**config.mk**
```make
export PLATFORM = sky130hd
export DESIGN_NAME = binary_json_stream_decoder
export DESIGN_NICKNAME = d
export VERILOG_FILES = /design/src/bjsd_pkg.sv /design/src/bjsd_front.sv /design/src/bjsd_queue.sv /design/src/bjsd_back.sv /design/src/binary_json_stream_decoder.sv
export SDC_FILE = /design/constraint.sdc
export NUM_CORES = 2
export LEC_CHECK = 0
export BUFFER_PORTS_ARGS = -buffer_cell sky130_fd_sc_hd__clkbuf_2
export CAP_MARGIN = 5
export CORE_MARGIN = 3
export CORE_UTILIZATION = 30
export CTS_CLUSTER_DIAMETER = 80
export CTS_CLUSTER_SIZE = 40
export DETAILED_ROUTE_END_ITERATION = 12
export PLACE_DENSITY = 0.44
export SKIP_LAST_GASP = 1
export SLEW_MARGIN = 20
export SYNTH_ARGS = -nofsm -noshare
export SYNTH_HDL_FRONTEND = slang
export SYNTH_SLANG_ARGS = --single-unit
```
**constraint.sdc**
```tcl
create_clock -name clock -period 18.54 [get_ports clock]
set_clock_uncertainty 0.05 [all_clocks]
set_input_delay 1.854 -clock clock [delete_from_list [all_inputs] [get_ports clock]]
set_output_delay 1.854 -clock clock [all_outputs]
set_load 0.02 [all_outputs]
```
**src/bjsd_pkg.sv**
```systemverilog
// Shared types, event codes and error codes for the binary JSON stream decoder.
// No dependencies; every other file of the decoder imports this package.
`timescale 1ns / 1ps
package bjsd_pkg;

   localparam int MAX_DEPTH = 256;
   localparam int STACK_AW  = $clog2(MAX_DEPTH);
   localparam int DEPTH_W   = $clog2(MAX_DEPTH + 1);
   localparam int LIMIT_W   = 9;
   localparam int QUEUE_DEPTH = 4;
   localparam int QUEUE_AW    = $clog2(QUEUE_DEPTH);

   localparam logic [3:0] EV_SINT    = 4'd0;
   localparam logic [3:0] EV_UINT    = 4'd1;
   localparam logic [3:0] EV_F32     = 4'd2;
   localparam logic [3:0] EV_F64     = 4'd3;
   localparam logic [3:0] EV_BIGNUM  = 4'd4;
   localparam logic [3:0] EV_NULL    = 4'd5;
   localparam logic [3:0] EV_BOOL    = 4'd6;
   localparam logic [3:0] EV_STRBYTE = 4'd7;
   localparam logic [3:0] EV_STREND  = 4'd8;
   localparam logic [3:0] EV_ARR     = 4'd9;
   localparam logic [3:0] EV_OBJ     = 4'd10;
   localparam logic [3:0] EV_END     = 4'd11;
   localparam logic [3:0] EV_DONE    = 4'd12;
   localparam logic [3:0] EV_ERROR   = 4'd13;

   localparam logic [3:0] ERR_INCOMPLETE = 4'd0;
   localparam logic [3:0] ERR_UNCLOSED   = 4'd1;
   localparam logic [3:0] ERR_TOO_DEEP   = 4'd2;
   localparam logic [3:0] ERR_UNBALANCED = 4'd3;
   localparam logic [3:0] ERR_NEED_NAME  = 4'd4;
   localparam logic [3:0] ERR_NEED_VALUE = 4'd5;
   localparam logic [3:0] ERR_INVALID    = 4'd6;
   localparam logic [3:0] ERR_RANGE      = 4'd7;
   localparam logic [3:0] ERR_EMPTY      = 4'd8;
   localparam logic [3:0] ERR_TRAILING   = 4'd9;

   localparam logic [7:0] TC_SMALL_MAX = 8'hc8;
   localparam logic [7:0] TC_BIGNUM    = 8'hca;
   localparam logic [7:0] TC_F32       = 8'hcb;
   localparam logic [7:0] TC_F64       = 8'hcc;
   localparam logic [7:0] TC_NULL      = 8'hcd;
   localparam logic [7:0] TC_FALSE     = 8'hce;
   localparam logic [7:0] TC_TRUE      = 8'hcf;
   localparam logic [7:0] TC_STR0      = 8'hd0;
   localparam logic [7:0] TC_ARRAY     = 8'hfc;
   localparam logic [7:0] TC_OBJECT    = 8'hfd;
   localparam logic [7:0] TC_CEND      = 8'hfe;
   localparam logic [7:0] TC_LSTR      = 8'hff;

   typedef struct packed {
      logic       kind;
      logic [7:0] data_byte;
   } req_type;

   typedef struct packed {
      logic [3:0]         event_res;
      logic [63:0]        value;
      logic signed [31:0] exponent;
      logic               negative;
      logic               is_name;
      logic [3:0]         error_code;
   } rsp_type;

   // One or two events produced by one byte, handed to the queue.
   typedef struct packed {
      logic    first_valid;
      logic    second_valid;
      rsp_type first;
      rsp_type second;
   } push_type;

   function automatic rsp_type make_event(input logic [3:0] ev, input logic [63:0] val,
                                          input logic [31:0] ex, input logic neg,
                                          input logic nm, input logic [3:0] code);
      rsp_type r;
      r.event_res  = ev;
      r.value      = val;
      r.exponent   = ex;
      r.negative   = neg;
      r.is_name    = nm;
      r.error_code = code;
      return r;
   endfunction

endpackage

```
**src/bjsd_front.sv**
```systemverilog
// Front end of the decoder: accepts bytes, tracks tokens and the container stack.
// Depends on bjsd_pkg; feeds bjsd_queue.
`timescale 1ns / 1ps
module bjsd_front
   import bjsd_pkg::*;
(
   input  logic                 clock,
   input  logic                 reset,
   input  logic                 fire,
   input  req_type              item,
   input  logic [LIMIT_W-1:0]   depth_limit,
   output push_type             push
);

   typedef enum logic [3:0] {
      PH_IDLE, PH_UINT, PH_SINT, PH_F32, PH_F64, PH_BEXP, PH_BLEN, PH_BMAG,
      PH_SSTR, PH_LSTR, PH_SNAME, PH_LNAME
   } phase_type;

   phase_type            ph_ff, ph_in;
   logic [3:0]           left_ff, left_in;
   logic [63:0]          acc_ff, acc_in;
   logic [6:0]           shift_ff, shift_in;
   logic [31:0]          hexp_ff, hexp_in;
   logic                 hsign_ff, hsign_in;
   logic [DEPTH_W-1:0]   depth_ff, depth_in;
   logic                 expn_ff, expn_in;
   logic                 started_ff, started_in;
   logic                 done_ff, done_in;
   logic                 err_ff, err_in;
   logic                 top_ff, top_in;
   logic                 under_ff;

   logic                 stack_mem [MAX_DEPTH];
   logic                 stack_we;
   logic                 stack_wd;

   logic [7:0]           b;
   logic [63:0]          acc_fix;
   logic [63:0]          acc_leb;
   logic [6:0]           shift_fix;
   logic [6:0]           shift_leb;
   logic [3:0]           left_dec;
   logic [63:0]          mag;
   logic [DEPTH_W-1:0]   lim;
   logic                 vdone;
   logic                 nm;
   logic [DEPTH_W-1:0]   under_addr;

   assign b = item.data_byte;
   assign acc_fix   = acc_ff | (64'(b) << {shift_ff[5:3], 3'b000});
   assign shift_fix = shift_ff + 7'd8;
   assign acc_leb   = acc_ff | (64'(b[6:0]) << shift_ff[5:0]);
   assign shift_leb = shift_ff + 7'd7;
   assign left_dec  = (left_ff != 4'd0) ? left_ff - 4'd1 : 4'd0;
   assign mag       = acc_leb[0] ? (acc_leb >> 1) + 64'd1 : (acc_leb >> 1);
   assign lim = (depth_limit > LIMIT_W'(MAX_DEPTH)) ? DEPTH_W'(MAX_DEPTH)
                                                    : DEPTH_W'(depth_limit);
   assign under_addr = depth_in - DEPTH_W'(2);

   always_comb begin
      ph_in = ph_ff;  left_in = left_ff;  acc_in = acc_ff;  shift_in = shift_ff;
      hexp_in = hexp_ff;  hsign_in = hsign_ff;  depth_in = depth_ff;
      expn_in = expn_ff;  started_in = started_ff;  done_in = done_ff;
      err_in = err_ff;  top_in = top_ff;
      stack_we = 1'b0;  stack_wd = 1'b0;
      vdone = 1'b0;
      nm = (ph_ff == PH_SNAME) || (ph_ff == PH_LNAME);
      push = '0;
      if (fire) begin
         if (item.kind) begin
            if (!err_ff) begin
               push.first_valid = 1'b1;
               if (!started_ff)
                  push.first = make_event(EV_ERROR, '0, '0, 1'b0, 1'b0, ERR_EMPTY);
               else if (done_ff)
                  push.first = make_event(EV_DONE, '0, '0, 1'b0, 1'b0, ERR_INCOMPLETE);
               else if (ph_ff == PH_IDLE && depth_ff != '0)
                  push.first = make_event(EV_ERROR, '0, '0, 1'b0, 1'b0, ERR_UNCLOSED);
               else
                  push.first = make_event(EV_ERROR, '0, '0, 1'b0, 1'b0, ERR_INCOMPLETE);
            end
            ph_in = PH_IDLE;  left_in = '0;  acc_in = '0;  shift_in = '0;
            hexp_in = '0;  hsign_in = 1'b0;  depth_in = '0;  expn_in = 1'b0;
            started_in = 1'b0;  done_in = 1'b0;  err_in = 1'b0;
         end else if (err_ff) begin
            // Bytes after an error are dropped until the end of the document.
         end else if (done_ff) begin
            push.first_valid = 1'b1;
            push.first = make_event(EV_ERROR, '0, '0, 1'b0, 1'b0, ERR_TRAILING);
            err_in = 1'b1;  ph_in = PH_IDLE;
         end else begin
            started_in = 1'b1;
            case (ph_ff)
               PH_IDLE: begin
                  if (b == TC_CEND) begin
                     push.first_valid = 1'b1;
                     if (depth_ff == '0) begin
                        push.first = make_event(EV_ERROR, '0, '0, 1'b0, 1'b0,
                                                ERR_UNBALANCED);
                        err_in = 1'b1;
                     end else if (top_ff && !expn_ff) begin
                        push.first = make_event(EV_ERROR, '0, '0, 1'b0, 1'b0,
                                                ERR_NEED_VALUE);
                        err_in = 1'b1;
                     end else begin
                        push.first = make_event(EV_END, '0, '0, 1'b0, 1'b0, ERR_INCOMPLETE);
                        depth_in = depth_ff - DEPTH_W'(1);
                        top_in = under_ff;
                        expn_in = 1'b0;
                        if (depth_ff == DEPTH_W'(1))
                           done_in = 1'b1;
                        else if (under_ff)
                           expn_in = 1'b1;
                     end
                  end else if (depth_ff != '0 && top_ff && expn_ff) begin
                     if (b[7:4] == TC_STR0[7:4]) begin
                        if (b == TC_STR0) begin
                           push.first_valid = 1'b1;
                           push.first = make_event(EV_STREND, '0, '0, 1'b0, 1'b1,
                                                   ERR_INCOMPLETE);
                           expn_in = 1'b0;
                        end else begin
                           ph_in = PH_SNAME;  left_in = b[3:0];
                           acc_in = '0;  shift_in = '0;
                        end
                     end else if (b == TC_LSTR) begin
                        ph_in = PH_LNAME;
                     end else begin
                        push.first_valid = 1'b1;
                        push.first = make_event(EV_ERROR, '0, '0, 1'b0, 1'b0, ERR_NEED_NAME);
                        err_in = 1'b1;
                     end
                  end else if (b <= TC_SMALL_MAX) begin
                     push.first_valid = 1'b1;
                     push.first = make_event(EV_SINT, 64'(b) - 64'd100, '0, 1'b0, 1'b0,
                                             ERR_INCOMPLETE);
                     vdone = 1'b1;
                  end else begin
                     case (b) inside
                        TC_BIGNUM: begin
                           ph_in = PH_BEXP;  left_in = '0;  acc_in = '0;  shift_in = '0;
                        end
                        TC_F32: begin
                           ph_in = PH_F32;  left_in = 4'd4;  acc_in = '0;  shift_in = '0;
                        end
                        TC_F64: begin
                           ph_in = PH_F64;  left_in = 4'd8;  acc_in = '0;  shift_in = '0;
                        end
                        TC_NULL, TC_FALSE, TC_TRUE, TC_STR0: begin
                           push.first_valid = 1'b1;
                           if (b == TC_NULL)
                              push.first = make_event(EV_NULL, '0, '0, 1'b0, 1'b0,
                                                      ERR_INCOMPLETE);
                           else if (b == TC_STR0)
                              push.first = make_event(EV_STREND, '0, '0, 1'b0, 1'b0,
                                                      ERR_INCOMPLETE);
                           else
                              push.first = make_event(EV_BOOL, 64'(b == TC_TRUE), '0, 1'b0,
                                                      1'b0, ERR_INCOMPLETE);
                           vdone = 1'b1;
                        end
                        TC_ARRAY, TC_OBJECT: begin
                           push.first_valid = 1'b1;
                           if (depth_ff >= lim) begin
                              push.first = make_event(EV_ERROR, '0, '0, 1'b0, 1'b0,
                                                      ERR_TOO_DEEP);
                              err_in = 1'b1;
                           end else begin
                              push.first = make_event(b[0] ? EV_OBJ : EV_ARR, '0, '0,
                                                      1'b0, 1'b0, ERR_INCOMPLETE);
                              stack_we = 1'b1;  stack_wd = b[0];
                              depth_in = depth_ff + DEPTH_W'(1);
                              top_in = b[0];  expn_in = b[0];
                           end
                        end
                        TC_LSTR: ph_in = PH_LSTR;
                        [8'hd1:8'hdf]: begin
                           ph_in = PH_SSTR;  left_in = b[3:0];  acc_in = '0;  shift_in = '0;
                        end
                        [8'he0:8'he7]: begin
                           ph_in = b[2] ? PH_SINT : PH_UINT;
                           left_in = 4'd1 << b[1:0];  acc_in = '0;  shift_in = '0;
                        end
                        default: begin
                           push.first_valid = 1'b1;
                           push.first = make_event(EV_ERROR, '0, '0, 1'b0, 1'b0, ERR_INVALID);
                           err_in = 1'b1;
                        end
                     endcase
                  end
               end
               PH_UINT, PH_SINT, PH_F32, PH_F64, PH_BMAG: begin
                  acc_in = acc_fix;  shift_in = shift_fix;  left_in = left_dec;
                  if (left_dec == 4'd0) begin
                     push.first_valid = 1'b1;
                     vdone = 1'b1;
                     case (ph_ff)
                        PH_UINT:
                           push.first = make_event(EV_UINT, acc_fix, '0, 1'b0, 1'b0,
                                                   ERR_INCOMPLETE);
                        PH_SINT: begin
                           case (shift_fix)
                              7'd8:  acc_in = {{56{acc_fix[7]}}, acc_fix[7:0]};
                              7'd16: acc_in = {{48{acc_fix[15]}}, acc_fix[15:0]};
                              7'd32: acc_in = {{32{acc_fix[31]}}, acc_fix[31:0]};
                              default: acc_in = acc_fix;
                           endcase
                           push.first = make_event(EV_SINT, acc_in, '0, 1'b0, 1'b0,
                                                   ERR_INCOMPLETE);
                        end
                        PH_F32: begin
                           if (acc_fix[30:23] == 8'hff) begin
                              push.first = make_event(EV_ERROR, '0, '0, 1'b0, 1'b0,
                                                      ERR_INVALID);
                              vdone = 1'b0;  err_in = 1'b1;  ph_in = PH_IDLE;
                           end else
                              push.first = make_event(EV_F32, acc_fix, '0, 1'b0, 1'b0,
                                                      ERR_INCOMPLETE);
                        end
                        PH_F64: begin
                           if (acc_fix[62:52] == 11'h7ff) begin
                              push.first = make_event(EV_ERROR, '0, '0, 1'b0, 1'b0,
                                                      ERR_INVALID);
                              vdone = 1'b0;  err_in = 1'b1;  ph_in = PH_IDLE;
                           end else
                              push.first = make_event(EV_F64, acc_fix, '0, 1'b0, 1'b0,
                                                      ERR_INCOMPLETE);
                        end
                        default: begin
                           if (b == 8'h00) begin
                              push.first = make_event(EV_ERROR, '0, '0, 1'b0, 1'b0,
                                                      ERR_INVALID);
                              vdone = 1'b0;  err_in = 1'b1;  ph_in = PH_IDLE;
                           end else
                              push.first = make_event(EV_BIGNUM, acc_fix, hexp_ff, hsign_ff,
                                                      1'b0, ERR_INCOMPLETE);
                        end
                     endcase
                  end
               end
               PH_BEXP, PH_BLEN: begin
                  acc_in = acc_leb;
                  if (b[7]) begin
                     shift_in = shift_leb;
                     if (shift_leb[6]) begin
                        push.first_valid = 1'b1;
                        push.first = make_event(EV_ERROR, '0, '0, 1'b0, 1'b0, ERR_RANGE);
                        err_in = 1'b1;  ph_in = PH_IDLE;
                     end
                  end else if (ph_ff == PH_BEXP) begin
                     hexp_in = acc_leb[32:1] ^ {32{acc_leb[0]}};
                     ph_in = PH_BLEN;  left_in = '0;  acc_in = '0;  shift_in = '0;
                  end else if (mag == 64'd0) begin
                     push.first_valid = 1'b1;
                     push.first = make_event(EV_BIGNUM, '0, hexp_ff, 1'b0, 1'b0,
                                             ERR_INCOMPLETE);
                     vdone = 1'b1;
                  end else if (mag > 64'd8) begin
                     push.first_valid = 1'b1;
                     push.first = make_event(EV_ERROR, '0, '0, 1'b0, 1'b0, ERR_RANGE);
                     err_in = 1'b1;  ph_in = PH_IDLE;
                  end else begin
                     hsign_in = acc_leb[0];
                     ph_in = PH_BMAG;  left_in = mag[3:0];  acc_in = '0;  shift_in = '0;
                  end
               end
               PH_SSTR, PH_SNAME: begin
                  push.first_valid = 1'b1;
                  push.first = make_event(EV_STRBYTE, 64'(b), '0, 1'b0, nm, ERR_INCOMPLETE);
                  left_in = left_dec;
                  if (left_dec == 4'd0) begin
                     push.second_valid = 1'b1;
                     push.second = make_event(EV_STREND, '0, '0, 1'b0, nm, ERR_INCOMPLETE);
                     if (nm) begin
                        expn_in = 1'b0;  ph_in = PH_IDLE;
                     end else
                        vdone = 1'b1;
                  end
               end
               PH_LSTR, PH_LNAME: begin
                  push.first_valid = 1'b1;
                  if (b != TC_LSTR)
                     push.first = make_event(EV_STRBYTE, 64'(b), '0, 1'b0, nm,
                                             ERR_INCOMPLETE);
                  else begin
                     push.first = make_event(EV_STREND, '0, '0, 1'b0, nm, ERR_INCOMPLETE);
                     if (nm) begin
                        expn_in = 1'b0;  ph_in = PH_IDLE;
                     end else
                        vdone = 1'b1;
                  end
               end
               default: ph_in = PH_IDLE;
            endcase
            if (vdone) begin
               ph_in = PH_IDLE;
               if (depth_ff == '0)
                  done_in = 1'b1;
               else if (top_ff)
                  expn_in = 1'b1;
            end
         end
      end
   end

   always_ff @(posedge clock) begin
      if (reset) begin
         ph_ff <= PH_IDLE;  left_ff <= '0;  acc_ff <= '0;  shift_ff <= '0;
         hexp_ff <= '0;  hsign_ff <= 1'b0;  depth_ff <= '0;  expn_ff <= 1'b0;
         started_ff <= 1'b0;  done_ff <= 1'b0;  err_ff <= 1'b0;  top_ff <= 1'b0;
      end else begin
         ph_ff <= ph_in;  left_ff <= left_in;  acc_ff <= acc_in;  shift_ff <= shift_in;
         hexp_ff <= hexp_in;  hsign_ff <= hsign_in;  depth_ff <= depth_in;
         expn_ff <= expn_in;  started_ff <= started_in;  done_ff <= done_in;
         err_ff <= err_in;  top_ff <= top_in;
      end
   end

   // Container kind stack; the entry below the top is kept read ahead.
   always_ff @(posedge clock) begin
      if (stack_we)
         stack_mem[depth_ff[STACK_AW-1:0]] <= stack_wd;
      under_ff <= stack_mem[under_addr[STACK_AW-1:0]];
   end

   assert property (@(posedge clock) disable iff (reset) depth_ff <= DEPTH_W'(MAX_DEPTH))
      else $error("nesting depth beyond stack size");
   assert property (@(posedge clock) disable iff (reset)
      push.second_valid |-> push.first_valid && push.first.event_res == EV_STRBYTE)
      else $error("second event without a string byte first");
   assert property (@(posedge clock) disable iff (reset)
      err_ff |-> ph_ff == PH_IDLE)
      else $error("token in progress after an error");

endmodule

```
**src/bjsd_queue.sv**
```systemverilog
// Short event queue between front and back; takes up to two events a cycle.
// Depends on bjsd_pkg.
`timescale 1ns / 1ps
module bjsd_queue
   import bjsd_pkg::*;
(
   input  logic     clock,
   input  logic     reset,
   input  push_type push,
   output logic     room,
   input  logic     pop,
   output logic     not_empty,
   output rsp_type  head
);

   rsp_type             slot_ff [QUEUE_DEPTH];
   logic [QUEUE_AW-1:0] wr_ff, rd_ff;
   logic [QUEUE_AW:0]   cnt_ff;
   logic [QUEUE_AW-1:0] wr_next;
   logic [QUEUE_AW:0]   n_push;

   assign room      = cnt_ff <= (QUEUE_AW+1)'(QUEUE_DEPTH - 2);
   assign not_empty = cnt_ff != '0;
   assign head      = slot_ff[rd_ff];
   assign wr_next   = wr_ff + QUEUE_AW'(1);
   assign n_push    = (QUEUE_AW+1)'(push.first_valid) + (QUEUE_AW+1)'(push.second_valid);

   always_ff @(posedge clock) begin
      if (reset) begin
         wr_ff <= '0;  rd_ff <= '0;  cnt_ff <= '0;
      end else begin
         wr_ff  <= wr_ff + n_push[QUEUE_AW-1:0];
         rd_ff  <= rd_ff + QUEUE_AW'(pop);
         cnt_ff <= cnt_ff + n_push - (QUEUE_AW+1)'(pop);
      end
   end

   always_ff @(posedge clock) begin
      if (push.first_valid)
         slot_ff[wr_ff] <= push.first;
      if (push.second_valid)
         slot_ff[wr_next] <= push.second;
   end

   assert property (@(posedge clock) disable iff (reset)
      cnt_ff <= (QUEUE_AW+1)'(QUEUE_DEPTH))
      else $error("event queue overfilled");
   assert property (@(posedge clock) disable iff (reset) pop |-> not_empty)
      else $error("event queue read while empty");
   assert property (@(posedge clock) disable iff (reset) push.first_valid |-> room)
      else $error("event pushed without room");

endmodule

```
**src/bjsd_back.sv**
```systemverilog
// Back end of the decoder: output register that presents one event a cycle while rsp_stall is low.
// Depends on bjsd_pkg; drains bjsd_queue.
`timescale 1ns / 1ps
module bjsd_back
   import bjsd_pkg::*;
(
   input  logic    clock,
   input  logic    reset,
   input  logic    not_empty,
   input  rsp_type head,
   output logic    pop,
   output logic    rsp_valid,
   input  logic    rsp_stall,
   output rsp_type rsp_item
);

   logic    valid_ff;
   rsp_type item_ff;
   logic    load;

   assign load      = !valid_ff || !rsp_stall;
   assign pop       = load && not_empty;
   assign rsp_valid = valid_ff;
   assign rsp_item  = item_ff;

   always_ff @(posedge clock) begin
      if (reset)
         valid_ff <= 1'b0;
      else if (load)
         valid_ff <= not_empty;
   end

   always_ff @(posedge clock) begin
      if (pop)
         item_ff <= head;
   end

   assert property (@(posedge clock) disable iff (reset)
      valid_ff && rsp_stall |=> valid_ff && $stable(item_ff))
      else $error("stalled event changed");
   assert property (@(posedge clock) disable iff (reset) pop |=> valid_ff)
      else $error("popped event not presented");
   assert property (@(posedge clock) disable iff (reset)
      !valid_ff |-> !rsp_stall || !pop || not_empty)
      else $error("pop without data");

endmodule

```
**src/binary_json_stream_decoder.sv**
```systemverilog
// Top level of the binary JSON stream decoder: front parser, event queue, output stage.
// Depends on bjsd_pkg, bjsd_front, bjsd_queue and bjsd_back.
//
//   Channel   Ports                                  Direction  Moves
//   request   req_valid, req_stall, req_item         in         one byte or end marker
//   response  rsp_valid, rsp_stall, rsp_item         out        one decoder event
//   control   csr_wr_en, csr_wr_data                 in         depth limit register
//
// The front takes one item every cycle while the event queue has room for two events.
// A string byte that ends a short string makes two events; the output stage drains one
// event per cycle, so a run of such bytes can fill the queue and stall the input.
// An accepted item's first event is registered in the queue and then in the output stage.
// Reset is synchronous and active high; the depth limit returns to 256.
// A stall on the response side fills the queue and then raises req_stall.
`timescale 1ns / 1ps
module binary_json_stream_decoder
   import bjsd_pkg::*;
(
   input  logic               clock,
   input  logic               reset,
   input  logic               req_valid,
   output logic               req_stall,
   input  req_type            req_item,
   output logic               rsp_valid,
   input  logic               rsp_stall,
   output rsp_type            rsp_item,
   input  logic               csr_wr_en,
   input  logic [LIMIT_W-1:0] csr_wr_data
);

   logic [LIMIT_W-1:0] limit_ff;
   logic               fire;
   logic               room;
   logic               pop;
   logic               not_empty;
   push_type           push;
   rsp_type            head;

   // An item is taken only when the queue can absorb the two events it may cause.
   assign req_stall = !room;
   assign fire      = req_valid && room;

   always_ff @(posedge clock) begin
      if (reset)
         limit_ff <= LIMIT_W'(256);
      else if (csr_wr_en)
         limit_ff <= csr_wr_data;
   end

   bjsd_front u_front (
      .clock       (clock),
      .reset       (reset),
      .fire        (fire),
      .item        (req_item),
      .depth_limit (limit_ff),
      .push        (push)
   );

   bjsd_queue u_queue (
      .clock     (clock),
      .reset     (reset),
      .push      (push),
      .room      (room),
      .pop       (pop),
      .not_empty (not_empty),
      .head      (head)
   );

   bjsd_back u_back (
      .clock     (clock),
      .reset     (reset),
      .not_empty (not_empty),
      .head      (head),
      .pop       (pop),
      .rsp_valid (rsp_valid),
      .rsp_stall (rsp_stall),
      .rsp_item  (rsp_item)
   );

endmodule

```
==> impl_metrics.ini <==
[critical_path]
path_depth = 16
end_kind = register
cp_slowest_stage_delay_ns = 0.89
cp_data_arrival_time_ns = 9.90
cp_max_fo = 88
cpMostUsedCell = nor2b_1
crit_chain = clkbuf_2 > nor2b_1 > mux4_2 > a21oi_1 > or4_1 > or4_4 > nor4b_4 > nor2b_1 > mux2_2 > nor3_1 > nand4_1 > o31ai_4 > or3_4 > buf_4 > nand3_1 > o21ai_1
cp_num_buf_inv = 2
cp_top_family = simple AND/OR/NAND/NOR gates
cp.required_ns = 19.15
crit_slowest_cell = buf_4
r2r_cells = 15
start_kind = input port
path_class = input port to register
reg2reg_setup_slack_ns = 9.76

[yosys]
syn_inst = 4978
synth_edf_count = 370
synth_fp_nets = 5031
synth_top_cell_by_area = dfxtp_1
avgSynthCellArea_sq_um = 9.15
synth_top_area_frac = 0.246
synth_area_leaders = dfxtp_1, edfxtp_1, nand2_1
async_flop_share = 0
synth.yosys.warnings = 0
syn-cell-area_sq_um = 45500
synth_seq_cells = 930
synthFlopType = dfxtp_1
synthDistinctLibCells = 99
ys_seq_area_frac = 0.490

[floorplanning]
rows = 142
coreArea_sq_um = 150000
io_pins = 131
fp.dieW_microns = 396
fp.dieH_microns = 396
initial_core_util = 0.303
die-area_sq_um = 156000

[clock_tree]
cts_setup_buffers = 0
cts_buffer_depth = 3
cts_tree = built
post_cts_resized = 0
numCtsBuffers = 61
clock-sinks = 930
holdBufCountCts = 0
clkTransAtPathRegs_ns = 0.09
h-tree-depth = 2
clkLatencyLatePin_ns = 0.79
root_buffer = clkbuf_16

[global_routing]
grtUsageMet3 = 0.0273
track_usage = 0.208
antenna_found_initial = 15
grt_pass1_vias = 36023
grt_max_degree = 120
met2_usage = 0.321
grtUsageMet1 = 0.305
grt_busiest_layer = met2
grt.overflow.total = 0
grt_pass1_wl_microns = 250000

[route]
routed_via_density = 5.49
wirelength_microns = 169000
ant_nets = 0
wl_per_cell_microns = 24.2
vias = 38198
drt_iter0_drc = 3523
dr.pass1.iters = 6
drc_errors = 0

[sta]
post-route-min-period_ns = 9.28
report.final.slew_viol_count = 0
tns_ns = 0
setup_viol = 0
period_share = 0.501
grt_setup_unrepaired = false
tightest_slew_ns = 1.12
fmax_ghz = 0.108
hold_viol = 0
slew_headroom = 0.255

[placed_design]
placedCellCount = 6833
place_congestion = 0.904
dp_hpwl_microns = 109000
portBuffers = 130

[hold_path]
hp-class = register to register
whs_path_depth = 2

[layout]
drive_gt1_frac = 0.115
num-nets-final = 4934
syn2layout_area_growth_pct = 11.2
regArea_sq_um = 22300
final_common_cell = nand2_1
post_layout_nonfiller_instances = 6953
multiInputGateArea_sq_um = 21400
fillerInstances = 15618
mostFrequentLayoutCells = nand2_1, dfxtp_1, nand3_1, nor2_1, edfxtp_1

[run]
max_cap_violations = 0

[power_and_ir_drop]
powerDensity_nw_per_um2 = 107
p_leak_nw = 17.5
ir_drop_mv = 0.0919

[status]
status = finished, final reports clean
[through the flow]
stage	hold WS, ns	setup slack (ns)	cell area [sq um]	power (mW)	utilization
after floorplan	0.376	9.71	45500	3.35	-
after global placement	0.382	8.82	47900	3.76	0.319
after detailed placement	0.392	8.65	47900	3.77	0.319
after CTS	0.407	9.45	50600	5.50	0.336
after global routing	0.421	8.86	50600	5.67	0.337
final	0.406	9.26	50600	5.43	0.337
[power by group]
| group | total [mW] | internal [mW] | switching, mW |
|---|---|---|---|
| combinational | 1.16 | 0.359 | 0.799 |
| sequential | 2.54 | 2.42 | 0.126 |
| clock | 1.73 | 0.744 | 0.983 |
[worst register-to-register path, cell delays in order (launching register included)]
cell and delay, ns:
dfxtp_1 1.00, clkinv_1 0.63, mux4_2 0.62, a21oi_1 0.35
or4_1 0.64, or4_4 0.64, nor4b_4 0.85, nor2b_1 0.23
mux2_2 0.34, nor3_1 0.28, nand4_1 0.39, o31ai_4 0.67
or3_4 0.74, buf_4 0.96, nand3_1 0.28, o21ai_1 0.12
[synth_stat cells (all sizes together) (14+ instances only)]
cell    count
nor2b      27
xor2       22
mux2i      72
and3       33
and2       22
nand4      27
a21oi     296
inv        57
nor4       33
dfxtp     560
o22ai      46
mux4      125
nand2b     55
ha         29
o31ai      20
nand3     491
o211ai     18
buf       125
a221oi     19
nor2      492
a211oi     23
or2        25
nand2     921
nor3       74
edfxtp    370
o21ai     278
a22oi      70
or3        18
a221o      16
a31oi      38
nor3b      16
a21o       19
xnor2      54
a32oi      14
clkbuf    266
[area by class of cell]
type	count	share of cell area
Inverter	60	0.00445
Tap cell	2016	0.0498
Clock buffer	61	0.0302
Sequential cell	930	0.441
Multi-Input combinational cell	3597	0.423
Antenna cell	4	0.000198
Clock inverter	54	0.0224
Timing Repair Buffer	231	0.0285
[cells by family (layout without fill, tap and decap cells)]
logic type | Yosys count | after routing | share of synthesized area
adder cells (fa/ha/maj) | 30 | 30 | 0.00841
AO/OA/AOI/OAI | 999 | 999 | 0.138
multiplexers | 209 | 209 | 0.0807
XOR/XNOR | 76 | 76 | 0.0146
flip-flops | 930 | 930 | 0.490
AND/OR/NAND/NOR | 2283 | 2283 | 0.225
other | 0 | 4 | 0
buffers and inverters | 451 | 406 | 0.0429
[per-layer routing]
layer	wire (microns)	vias to the layer above
met5	111	-
met4	3990	16
met3	10400	193
met2	75000	1276
met1	79000	19026
li1	-	17687
[state kept, by name (all words and copies together), names as in the netlist, 4 cells and up]
register / count
u_queue.slot_ff: 424
u_front.shift_ff: 7
u_front.hexp_ff: 32
limit_ff: 9
u_front.left_ff: 4
u_front.acc_ff: 64
u_front.depth_ff: 9
u_front.stack_mem: 256
u_front.ph_ff: 4
u_back.rsp_item: 106
[path summary, 6_finish.rpt]
check / from / end
min: u_queue.slot_ff[1][95]$_SDFFE_PP0P_ / u_queue.slot_ff[1][95]$_SDFFE_PP0P_
max: req_item[1] / u_queue.slot_ff[0][13]$_SDFFE_PP0P_
max reg2reg: u_front.shift_ff[2]$_SDFFE_PP0P_ / u_queue.slot_ff[0][13]$_SDFFE_PP0P_
min reg2reg: u_queue.slot_ff[1][95]$_SDFFE_PP0P_ / u_queue.slot_ff[1][95]$_SDFFE_PP0P_
Note: power is estimated with default switching activity, not from simulation.
